## config.mk

```make
export PLATFORM = sky130hd
export DESIGN_NAME = multi_channel_soft_timer_bank
export DESIGN_NICKNAME = d
export VERILOG_FILES = /design/src/rtl/mctb_pkg.sv /design/src/rtl/mctb_ram.sv /design/src/rtl/multi_channel_soft_timer_bank.sv
export SDC_FILE = /design/constraint.sdc
export NUM_CORES = 2
export LEC_CHECK = 0
export BUFFER_PORTS_ARGS = -buffer_cell sky130_fd_sc_hd__buf_2
export CAP_MARGIN = 40
export CELL_PAD_IN_SITES_DETAIL_PLACEMENT = 2
export CELL_PAD_IN_SITES_GLOBAL_PLACEMENT = 2
export CORE_MARGIN = 1.5
export CORE_UTILIZATION = 41
export CTS_CLUSTER_DIAMETER = 50
export DETAILED_ROUTE_END_ITERATION = 10
export GPL_TIMING_DRIVEN = 0
export PLACE_DENSITY_LB_ADDON = 0.1
export SLEW_MARGIN = 20
export SYNTH_ARGS = -nofsm -noshare
export SYNTH_HDL_FRONTEND = slang
export SYNTH_SLANG_ARGS = --single-unit
```

## constraint.sdc

```tcl
create_clock -name clk -period 6.6 [get_ports clk]
set_clock_uncertainty 0.1 [all_clocks]
set_input_delay 0.33 -clock clk [delete_from_list [all_inputs] [get_ports clk]]
set_output_delay 0.33 -clock clk [all_outputs]
set_load 0.01 [all_outputs]
```

## src/rtl/mctb_pkg.sv

```systemverilog
// Shared types and constants for the multi-channel soft timer bank.
// Used by the timer bank top level; no dependencies.
package mctb_pkg;

  localparam int NUM_TIMERS = 8;
  localparam int TICK_BITS  = 32;
  localparam int CH_W       = (NUM_TIMERS > 1) ? $clog2(NUM_TIMERS) : 1;
  localparam int MAX_OUT    = 8;

  typedef enum logic [2:0] {
    OP_INIT   = 3'd0,
    OP_START  = 3'd1,
    OP_STOP   = 3'd2,
    OP_DELETE = 3'd3,
    OP_TICK   = 3'd4,
    OP_QUERY  = 3'd5
  } opcode_t;

  typedef enum logic [2:0] {
    ST_CREATED = 3'd0,
    ST_STARTED = 3'd1,
    ST_RUNNING = 3'd2,
    ST_STOPPED = 3'd3,
    ST_DELETED = 3'd4
  } tstate_t;

  localparam logic KIND_FIRE  = 1'b0;
  localparam logic KIND_QUERY = 1'b1;

  // One channel's record as kept in the state memory.
  typedef struct packed {
    logic [TICK_BITS-1:0] cnt;
    logic [TICK_BITS-1:0] dly;
    logic [TICK_BITS-1:0] per;
    logic [2:0]           st;
  } entry_t;

  localparam int ENTRY_W = $bits(entry_t);

  localparam entry_t RESET_ENTRY = '{
    cnt: '0,
    dly: '0,
    per: '0,
    st:  ST_DELETED
  };

  typedef struct packed {
    logic        kind;
    logic [2:0]  id;
    logic [2:0]  st;
    logic [31:0] dly;
    logic [31:0] per;
    logic [31:0] rem;
    logic        last;
  } result_t;

endpackage

```

## src/rtl/mctb_ram.sv

```systemverilog
// Generic single-port-write, single-port-read RAM with registered read data.
// No dependencies.
module mctb_ram #(
  parameter  int WIDTH = 8,
  parameter  int DEPTH = 8,
  localparam int AW    = (DEPTH > 1) ? $clog2(DEPTH) : 1
) (
  input  logic             clk,
  input  logic             we,
  input  logic [AW-1:0]    waddr,
  input  logic [WIDTH-1:0] wdata,
  input  logic             re,
  input  logic [AW-1:0]    raddr,
  output logic [WIDTH-1:0] rdata
);

  logic [WIDTH-1:0] mem [DEPTH];

  always_ff @(posedge clk) begin
    if (we) begin
      mem[waddr] <= wdata;
    end
    if (re) begin
      rdata <= mem[raddr];
    end
  end

endmodule

```

## src/rtl/multi_channel_soft_timer_bank.sv

```systemverilog
// Top level of the multi-channel soft timer bank: command decode, tick scan,
// result buffering. Depends on mctb_pkg and mctb_ram.
//
// Each command transaction is a read-modify-write of one channel record in a
// RAM with registered read data: init, start, stop, delete and query pass
// through the command state and back to idle before the next command can be
// accepted (query may wait longer for the output register to drain). A tick
// walks the channels one per cycle through the same RAM port, holding while a
// fire result cannot be passed on, then ends in a flush state.
// Fire results come out in channel order; one fire result is held back until
// the next fire or the end of the scan so that the final result of a tick
// carries tlast. Channel records come out of reset as deleted with zero settings
// and count, through per-channel valid flags; no clearing pass is needed.
module multi_channel_soft_timer_bank (
  input  logic         clk,
  input  logic         rst_n,
  input  logic         in_tvalid,
  output logic         in_tready,
  input  logic [71:0]  in_tdata,   // opcode[2:0], channel[5:3], start_delay[37:6],
                                   // period[69:38], zero pad[71:70]
  output logic         out_tvalid,
  input  logic         out_tready,
  output logic [103:0] out_tdata,  // timer_id[2:0], timer_state[5:3],
                                   // delay_value[37:6], period_value[69:38],
                                   // remaining[101:70], zero pad[103:102]
  output logic         out_tuser,  // kind
  output logic         out_tlast   // last
);

  localparam int N  = mctb_pkg::NUM_TIMERS;
  localparam int TB = mctb_pkg::TICK_BITS;
  localparam int CW = mctb_pkg::CH_W;

  typedef enum logic [1:0] {
    S_IDLE,
    S_CMD,
    S_TICK,
    S_FLUSH
  } state_t;

  state_t                state_r, state_nxt;
  logic [2:0]            op_r, op_nxt;
  logic [2:0]            ch_r, ch_nxt;
  logic                  chok_r, chok_nxt;
  logic [TB-1:0]         dly_in_r, dly_in_nxt;
  logic [TB-1:0]         per_in_r, per_in_nxt;
  logic [CW-1:0]         scan_r, scan_nxt;
  logic [3:0]            n_r, n_nxt;
  logic                  pend_vld_r, pend_vld_nxt;
  mctb_pkg::result_t     pend_r, pend_nxt;
  logic                  out_vld_r, out_vld_nxt;
  mctb_pkg::result_t     out_r, out_nxt;
  logic [N-1:0]          vld_r, vld_nxt;
  logic                  rd_vld_r;

  logic                  rd_en, we;
  logic [CW-1:0]         rd_addr, wr_addr;
  mctb_pkg::entry_t      rd_data, ent, wd;

  logic [2:0]            in_op, in_ch;
  logic                  in_chok;
  logic                  out_free;

  // tick evaluation of the channel under scan
  logic                  t_armed, t_fire, t_rep, t_stall;
  mctb_pkg::entry_t      t_new;
  mctb_pkg::result_t     t_res, q_res;

  assign in_op   = in_tdata[2:0];
  assign in_ch   = in_tdata[5:3];
  assign in_chok = (32'(in_ch) < 32'(N));

  mctb_ram #(
    .WIDTH (mctb_pkg::ENTRY_W),
    .DEPTH (N)
  ) u_state_ram (
    .clk   (clk),
    .we    (we),
    .waddr (wr_addr),
    .wdata (wd),
    .re    (rd_en),
    .raddr (rd_addr),
    .rdata (rd_data)
  );

  // A never-written record reads as its reset value.
  always_ff @(posedge clk) begin
    if (rd_en) begin
      rd_vld_r <= vld_r[rd_addr];
    end
  end

  assign ent      = rd_vld_r ? rd_data : mctb_pkg::RESET_ENTRY;
  assign out_free = !out_vld_r || out_tready;

  always_comb begin
    t_armed = (ent.st == mctb_pkg::ST_STARTED);
    t_fire  = t_armed && ((ent.cnt == '0) || (ent.cnt == TB'(1)));
    t_new   = ent;
    if (t_armed) begin
      if (ent.cnt != '0) begin
        t_new.cnt = ent.cnt - TB'(1);
      end
      if (t_fire) begin
        if (ent.per != '0) begin
          t_new.cnt = ent.per;
        end else begin
          t_new.st = mctb_pkg::ST_STOPPED;
        end
      end
    end
    t_rep   = (n_r < 4'(mctb_pkg::MAX_OUT));
    t_stall = t_fire && t_rep && pend_vld_r && !out_free;

    t_res.kind = mctb_pkg::KIND_FIRE;
    t_res.id   = 3'(scan_r);
    t_res.st   = t_new.st;
    t_res.dly  = 32'(t_new.dly);
    t_res.per  = 32'(t_new.per);
    t_res.rem  = 32'(t_new.cnt);
    t_res.last = 1'b0;

    q_res.kind = mctb_pkg::KIND_QUERY;
    q_res.id   = ch_r;
    q_res.last = 1'b1;
    if (chok_r) begin
      q_res.st  = ent.st;
      q_res.dly = 32'(ent.dly);
      q_res.per = 32'(ent.per);
      q_res.rem = 32'(ent.cnt);
    end else begin
      q_res.st  = mctb_pkg::ST_DELETED;
      q_res.dly = '0;
      q_res.per = '0;
      q_res.rem = '0;
    end
  end

  always_comb begin
    state_nxt    = state_r;
    op_nxt       = op_r;
    ch_nxt       = ch_r;
    chok_nxt     = chok_r;
    dly_in_nxt   = dly_in_r;
    per_in_nxt   = per_in_r;
    scan_nxt     = scan_r;
    n_nxt        = n_r;
    pend_vld_nxt = pend_vld_r;
    pend_nxt     = pend_r;
    out_vld_nxt  = out_vld_r;
    out_nxt      = out_r;
    vld_nxt      = vld_r;
    rd_en        = 1'b0;
    rd_addr      = '0;
    we           = 1'b0;
    wr_addr      = CW'(ch_r);
    wd           = ent;
    in_tready    = (state_r == S_IDLE);

    if (out_vld_r && out_tready) begin
      out_vld_nxt = 1'b0;
    end

    unique case (state_r)
      S_IDLE: begin
        if (in_tvalid) begin
          op_nxt     = in_op;
          ch_nxt     = in_ch;
          chok_nxt   = in_chok;
          dly_in_nxt = TB'(in_tdata[37:6]);
          per_in_nxt = TB'(in_tdata[69:38]);
          unique case (in_op) inside
            mctb_pkg::OP_TICK: begin
              rd_en        = 1'b1;
              rd_addr      = '0;
              scan_nxt     = '0;
              n_nxt        = '0;
              pend_vld_nxt = 1'b0;
              state_nxt    = S_TICK;
            end
            mctb_pkg::OP_INIT, mctb_pkg::OP_START, mctb_pkg::OP_STOP,
            mctb_pkg::OP_DELETE, mctb_pkg::OP_QUERY: begin
              rd_en     = in_chok;
              rd_addr   = CW'(in_ch);
              state_nxt = S_CMD;
            end
            default: begin
              // unused opcodes: drop the transaction
            end
          endcase
        end
      end

      S_CMD: begin
        state_nxt = S_IDLE;
        unique case (op_r)
          mctb_pkg::OP_INIT: begin
            wd.dly = dly_in_r;
            wd.per = per_in_r;
            wd.cnt = (dly_in_r != '0) ? dly_in_r : per_in_r;
            wd.st  = mctb_pkg::ST_CREATED;
            we     = chok_r;
          end
          mctb_pkg::OP_START: begin
            wd.cnt = (ent.dly != '0) ? ent.dly : ent.per;
            wd.st  = mctb_pkg::ST_STARTED;
            we     = chok_r && ((ent.st == mctb_pkg::ST_CREATED) ||
                                (ent.st == mctb_pkg::ST_STARTED));
          end
          mctb_pkg::OP_STOP: begin
            wd.st = mctb_pkg::ST_STOPPED;
            we    = chok_r && (ent.st == mctb_pkg::ST_STARTED);
          end
          mctb_pkg::OP_DELETE: begin
            wd.st = mctb_pkg::ST_DELETED;
            we    = chok_r;
          end
          mctb_pkg::OP_QUERY: begin
            // hold until the output register can take the answer
            if (out_free) begin
              out_vld_nxt = 1'b1;
              out_nxt     = q_res;
            end else begin
              state_nxt = S_CMD;
            end
          end
          default: begin
          end
        endcase
        if (we) begin
          vld_nxt[CW'(ch_r)] = 1'b1;
        end
      end

      S_TICK: begin
        wr_addr = scan_r;
        wd      = t_new;
        if (!t_stall) begin
          if (t_armed) begin
            we              = 1'b1;
            vld_nxt[scan_r] = 1'b1;
          end
          if (t_fire && t_rep) begin
            if (pend_vld_r) begin
              out_vld_nxt = 1'b1;
              out_nxt     = pend_r;
            end
            pend_nxt     = t_res;
            pend_vld_nxt = 1'b1;
            n_nxt        = n_r + 4'd1;
          end
          if (scan_r == CW'(N - 1)) begin
            state_nxt = S_FLUSH;
          end else begin
            rd_en    = 1'b1;
            rd_addr  = scan_r + CW'(1);
            scan_nxt = scan_r + CW'(1);
          end
        end
      end

      S_FLUSH: begin
        if (!pend_vld_r) begin
          state_nxt = S_IDLE;
        end else if (out_free) begin
          out_vld_nxt      = 1'b1;
          out_nxt          = pend_r;
          out_nxt.last     = 1'b1;
          pend_vld_nxt     = 1'b0;
          state_nxt        = S_IDLE;
        end
      end

      default: begin
        state_nxt = S_IDLE;
      end
    endcase
  end

  always_ff @(posedge clk) begin
    if (!rst_n) begin
      state_r    <= S_IDLE;
      pend_vld_r <= 1'b0;
      out_vld_r  <= 1'b0;
      vld_r      <= '0;
      n_r        <= '0;
      scan_r     <= '0;
    end else begin
      state_r    <= state_nxt;
      pend_vld_r <= pend_vld_nxt;
      out_vld_r  <= out_vld_nxt;
      vld_r      <= vld_nxt;
      n_r        <= n_nxt;
      scan_r     <= scan_nxt;
    end
    op_r     <= op_nxt;
    ch_r     <= ch_nxt;
    chok_r   <= chok_nxt;
    dly_in_r <= dly_in_nxt;
    per_in_r <= per_in_nxt;
    pend_r   <= pend_nxt;
    out_r    <= out_nxt;
  end

  assign out_tvalid = out_vld_r;
  assign out_tdata  = {2'b00, out_r.rem, out_r.per, out_r.dly, out_r.st, out_r.id};
  assign out_tuser  = out_r.kind;
  assign out_tlast  = out_r.last;

endmodule

```

After elaboration in Yosys (flattened, before gate mapping):

Memories as Yosys holds them, arrays and structs flattened. A register that Yosys moved wholly into a read port is not among the register bits.
Index checks and enable logic that the tools add are counted.

* add/subtract/negate cells: 3
* $lt $le $gt $ge: 6
* equal/unequal tests: 30
* muxes and demuxes: 84
* bitwise gates (word level): 3
* reductions and logical operators: 36

Operators by type and width (count)
* $mux 104: 7
* $pmux 104 s3: 1
* $pmux 99 s2: 1
* $mux 32: 6
* $reduce_bool 32->1: 4
* $mux 99: 1
* $mux 64: 1
* $pmux 32 s2: 1
* $mux 3: 12
* $eq 32x1->1 const B: 1
* $logic_not 32->1: 1
* $sub 32x1->32 const B: 1
* $mux 1: 27
* $mux 8: 3
* $ne 2x2->1 const B: 11
* $reduce_and 5->1: 4
* $mux 4: 4
* $or 8x8->8: 2
* $pmux 8 s2: 1
* $eq 3x2->1 const B: 4
* $eq 3x3->1 const B: 4
* $lt 3x4->1 const B: 3
* $pmux 3 s2: 2
* $pmux 3 s4: 1
* 33 further kinds: 59

* bits in registers: 296
* bits in writable memories: 792
* input bits: 76
* output and inout bits: 108
* word-level logic and storage cells: 186
* memories: 1

Memories
* u_state_ram.mem: depth 8, width 99, read ports 1, clocked after Yosys merged registers in 1, wr ports 1, line mctb_ram.sv:17 `logic [WIDTH-1:0] mem [DEPTH];`

Longest topological paths before layout:

* word-level depth: 11
* gate-level depth with buffers: 17
* depth with buffers taken out: 10

Hierarchy:

Synthesis repeated with hierarchy kept, for this count alone.

* cells, all modules: 2841
* area, all modules: 48636.6 um2

By module, submodules not included
* mctb_ram: instances 1, cells an instance 1256, area each 33130.5 um2, sequential area each 26755.7 um2
* multi_channel_soft_timer_bank: instances 1, cells an instance 1585, area each 15506.1 um2, sequential area each 8698.3 um2

Worst setup path before layout:

OpenSTA, ideal clock, no wires.

* path type: reg-to-reg
* start: register rd_vld_r
* end: memory u_state_ram.mem[4][0] (netlist name) (enable)
* library setup time: 0.558 ns
* arrival: 6.416 ns
* required time: 5.942 ns
* setup slack: -0.473 ns
* cell stages (with the launch flop): 12
* path buffers: 3
* period minus slack after synthesis: 7.073 ns
* path through: edfxtp_1 clkbuf_1 clkbuf_1 buf_1 nand2_1 ha_1 o21bai_1 nand4_1 nor4_4 o21bai_1 nand3_1 nor2_1

* longest elaborated chain between the ends: 11
* elaborated cells between the ends (all ways): 18
* those cells by class: 2 x eq/ne; 8 x mux; 8 x reduce/logical

RTL lines
* from (decl): line multi_channel_soft_timer_bank.sv:54 `logic rd_vld_r;`
* from (signal assigned): line multi_channel_soft_timer_bank.sv:89 `rd_vld_r <= vld_r[rd_addr];`
* $mux 99 (*): line multi_channel_soft_timer_bank.sv:93 `assign ent = rd_vld_r ? rd_data : mctb_pkg::RESET_ENTRY;`
* $eq 32x1->1 or $logic_not 32->1 (tied branches): line multi_channel_soft_timer_bank.sv:98 `t_fire = t_armed && ((ent.cnt == '0) || (ent.cnt == TB'(1)));`
* $logic_or 1x1->1: line multi_channel_soft_timer_bank.sv:98
* $logic_and 1x1->1: line multi_channel_soft_timer_bank.sv:98
* $logic_and 1x1->1 (3 in series): line multi_channel_soft_timer_bank.sv:113 `t_stall = t_fire && t_rep && pend_vld_r && !out_free;`
* $mux 1: line multi_channel_soft_timer_bank.sv:238 `if (!t_stall) begin`
* $pmux 1 s2 (*): line multi_channel_soft_timer_bank.sv:164 `unique case (state_r)`
* $mux 1 (*): line mctb_ram.sv:20 `if (we) begin`
* $mux 1 (implied by the code) (*): line mctb_ram.sv:21 `mem[waddr] <= wdata;`
* to (decl): line mctb_ram.sv:17

Mark *: on every way between the ends. The rest lies on a longest branch, timed or not. The select of a mux whose other input is x is not followed.

Final worst setup path:

* start: register rd_vld_r
* end: register u_state_ram.rdata[9] (read register of u_state_ram.mem), data pin

* longest elaborated chain between the ends: 9
* elaborated cells between the ends (all ways): 13
* those cells by class: 2 x eq/ne; 5 x mux; 6 x reduce/logical

RTL lines
* $mux 99 (*): line multi_channel_soft_timer_bank.sv:93
* $eq 32x1->1 or $logic_not 32->1 (tied branches): line multi_channel_soft_timer_bank.sv:98
* $logic_or 1x1->1: line multi_channel_soft_timer_bank.sv:98
* $logic_and 1x1->1 (*): line multi_channel_soft_timer_bank.sv:98
* $logic_and 1x1->1 (*) (3 in series): line multi_channel_soft_timer_bank.sv:113
* $mux 3 or $mux 1 (tied branches): line multi_channel_soft_timer_bank.sv:238
* $pmux 3 s2 or $pmux 1 s2 (tied branches): line multi_channel_soft_timer_bank.sv:164
* to (decl): line mctb_ram.sv:14 `output logic [WIDTH-1:0] rdata`

Mark *: on every way between the ends. The rest lies on a longest branch, timed or not.
A chain may end at the register's enable or synchronous reset.

==> results by group <==
Layout
  – Layout cells sized above 1: 0.1690
  – FF/Latch Area: 0.03545 sq mm
  – Final Non-Filler Cells: 5491
  – Nets: 3938
  – Multi-input gate area: 0.01164 sq mm
  – FILL cells: 10.73k
  – Synthesis-to-layout area growth: 22.80%
  – Final Cell Area: 0.05900 sq mm

Timing
  – Max Freq: 146.4 MHz
  – Setup violators final: 18
  – RSZ-0062 raised after global routing: no
  – Final setup margin: -0.2300 ns
  – Final TNS setup: -1.617 ns
  – Hold Fails Final Rpt: 0
  – Fin. max-slew vios: 0
  – Max-slew headroom: 0.1505
  – Slew at the pin closest to its max-slew limit: 1.261 ns
  – Crit share post-route: 1.035
  – Hold Slack: 0.06952 ns
  – Min cycle time layout: 6.830 ns

Die
  – I/O pin count: 184
  – Die ar.: 0.1192 sq mm
  – Initial Util: 0.4134
  – FP Rows: 125
  – Die Ht: 345.3 um
  – Die Wd: 345.3 um
  – Core ar.: 0.1162 sq mm

Synthesis
  – Share of the synthesized area in the top cell type: 0.7300
  – Unique masters post-synth: 80
  – Synthesized flop and latch total: 1187
  – Post-synth top cells: 1168 x edfxtp_1, 528 x nand2_1, 304 x mux2i_1
  – Post-synth EDFFs: 1168
  – Async SR Flop Fraction: 0
  – Seq/Total Area, Yosys: 0.7380
  – Leading post-synthesis cells by cell area: edfxtp_1 73%, mux2i_1 6.3%, nand2_1 4.1%, o21ai_0 2.3%, a32o_1 2.2%
  – Post-synth top flop: edfxtp_1
  – Most common cell in the netlist: edfxtp_1
  – Average size of a mapped cell: 14.77 sq um
  – Warnings from Yosys: 0
  – Synth Instances: 3253
  – Cell area after synthesis: 0.04804 sq mm
  – Cell taking the most area after synthesis: edfxtp_1

Drt
  – DRC Markers: 0
  – DR vias/cell: 6.347
  – DRT Wirelength: 216500 um
  – Starting DRT DRC Count: 4445
  – DR vias: 34.85k
  – 1st-pass router iterations: 5
  – Avg WL per Cell: 39.42 um
  – Post-DRT Antenna Nets: 0

Place
  – I/O Buffers: 179
  – Placed Area: 0.05331 sq mm
  – Hpwl dp: 153900 um
  – Cells after DPL: 5116
  – Final Wtd Congestion: 0.9544

Global routing
  – Total GRT Usage: 0.3581
  – Initial antenna violation count: 17
  – First-pass GRT wire length: 296800 um
  – Largest net degree at the start of global routing: 51
  – Vias in the first global route: 36.24k
  – Total global routing overflow: 0

Pwr
  – Total Power: 29.14 mW
  – Power density over the cells: 493.9 mW/mm^2
  – Peak VDD IR: 0.3156 mV
  – Leak: 19.87 nW

Clocking
  – Total CTS buffers: 145
  – Postcts setup bufs: 0
  – Latest clock arrival within the worst-skew pair: 0.80 ns
  – CTS tree: done
  – Clk buf depth: 3
  – CTS sink cnt: 1187
  – Clk pin slew, worst setup/hold paths: 0.07 ns
  – H-tree levels: 4
  – Root Driver: clkbuf_16

Job
  – Max Cap Viol: 0

Setup path
  – Startpoint of the worst-slack reg-to-reg timing path: rd_vld_r
  – Critical path type: reg2reg
  – Critical Path AT: 7.24 ns
  – CP Cell Sequence: clkbuf_2 > buf_6 > clkbuf_1 > buf_8 > buf_2 > nand2_1 > ha_1 > o21bai_1 > nand4_1 > nor4_4 > o2bb2ai_1 > clkbuf_4 > clkbuf_4 > buf_1 > buf_6 > mux2i_1 > a221oi_1
  – CP max-delay cell: edfxtp_1
  – CP bufs+invs: 9
  – Critical Path Sink Type: flip-flop
  – Reg2Reg Depth: 17
  – Reg2Reg Setup Slack: -0.23 ns
  – R2R Path End: u_state_ram.rdata[9]
  – Critical-path maximum fanout: 10
  – CP startpoint: rd_vld_r
  – CP required: 7.01 ns
  – CP peak stage delay: 0.63 ns
  – Top Family by Delay on Critical Path: buffers and inverters
  – Number of cells on the critical path: 17
  – Critical path launch point type: flip-flop

Run status
  – Status: finished, violations left
  – Failing checks: setup timing

Hold path
  – Hold path endpoint: op_r[0]
  – Hold WC Path Type: in2reg
  – Worst hold path depth: 2
  – Hold Startpoint: in_tvalid
## repair_timing
| action | 4_1_cts | 5_1_grt |
|---|---|---|
| setup endpoints to repair | 124 | 9 |
| resized for setup | 10 | 5 |
| endpoints found under the hold margin | 79 | 0 |
| hold buffers | 71 | 0 |
| cloned | 0 | 0 |
## report_power, final
group | switching, mW | internal, mW | leakage [nW]
Combinational | 7.19 | 2.31 | 6.68
Clock | 3.43 | 4.47 | 2.25
Sequential | 1.07 | 10.7 | 10.9
## kinds of logic after synthesis
family                     count (synthesis)  share of synthesized area
DFF                                     1187                     0.7380
adders and majority gates                 10                   0.002604
buffers and inverters                    286                    0.02344
and+or+nand+nor                          779                    0.07047
muxes                                    307                    0.06412
xor gates and xnor gates                   2                  0.0003647
other                                      1                 0.00007805
AOI/OAI and AO/OA                        681                     0.1010
## worst reg2reg max path: cells and delay by family (launching register included)
| family | cells | cell delay [ns] |
|---|---|---|
| AO/OA/AOI/OAI | 3 | 1.25 |
| adder cells (fa/ha/maj) | 1 | 0.28 |
| buffers and inverters | 9 | 3.45 |
| flip-flops | 1 | 0.63 |
| multiplexers | 1 | 0.12 |
| AND/OR/NAND/NOR | 3 | 0.72 |
## per-stage QoR
stage,util,setup WS (ns)
floorplan,-,-0.4735
global placement,0.4376,-8.516
detailed placement,0.4588,-0.6004
CTS,0.5052,0.008618
global route,0.5076,0.05382
finish,0.5077,-0.2300
## registers in the layout, indices dropped and copies added (netlist names), 2 cells and up
register / cells
pend_r: 102
dly_in_r: 32
out_tdata: 102
scan_r: 3
ch_r: 3
n_r: 4
u_state_ram.mem: 792
per_in_r: 32
state_r: 2
vld_r: 8
op_r: 3
u_state_ram.rdata: 99
## how the worst max path moves through the flow
| stage | endpoint |
|---|---|
| final | u_state_ram.rdata[9] |
| after global routing | u_state_ram.rdata[70] |
| after CTS | u_state_ram.rdata[9] |
| after detailed placement | u_state_ram.rdata[19] |
| after global placement | u_state_ram.mem[0][52] |
| after floorplan | u_state_ram.mem[4][0] |
## per-layer routing
metal / global-route usage / wire length [um] / vias up
met5: 0 / 40 / -
met4: 0.1574 / 10170 / 8
met3: 0.06137 / 17420 / 457
met2: 0.5713 / 101300 / 2015
met1: 0.4823 / 87510 / 18450
li1: - / - / 13920
## layout by cell type, fill, tap and decap left out, drive strengths merged, types with 7 or more instances in the layout
cell type / instances
a32o: 105
and2: 11
a21oi: 70
nor3: 21
bufinv: 9
a311oi: 9
dlygate4sd3: 71
a21o: 7
a22oi: 13
nor4: 41
ha: 10
a21boi: 7
a221oi: 102
o2bb2ai: 7
clkbuf: 352
buf: 400
nor2: 73
edfxtp: 1168
a31oi: 9
o21ai: 224
nor2b: 22
inv: 98
nand4: 17
nand3: 22
dfxtp: 19
o22ai: 20
mux2i: 304
clkinvlp: 8
a211oi: 31
clkinv: 57
or3: 11
nand2: 528
or4: 8
## cell type report
type                       count  area share
sequential                  1187      0.6010
multi-input combinational   1781      0.1973
timing repair buffer         451     0.07082
clock buffer                 172     0.06339
tap                         1524     0.03232
clock inverter                88     0.01550
buffer                       202     0.01427
inverter                      84    0.005345
antenna                        2  0.00008483
Note: power is estimated with default switching activity, not from simulation.
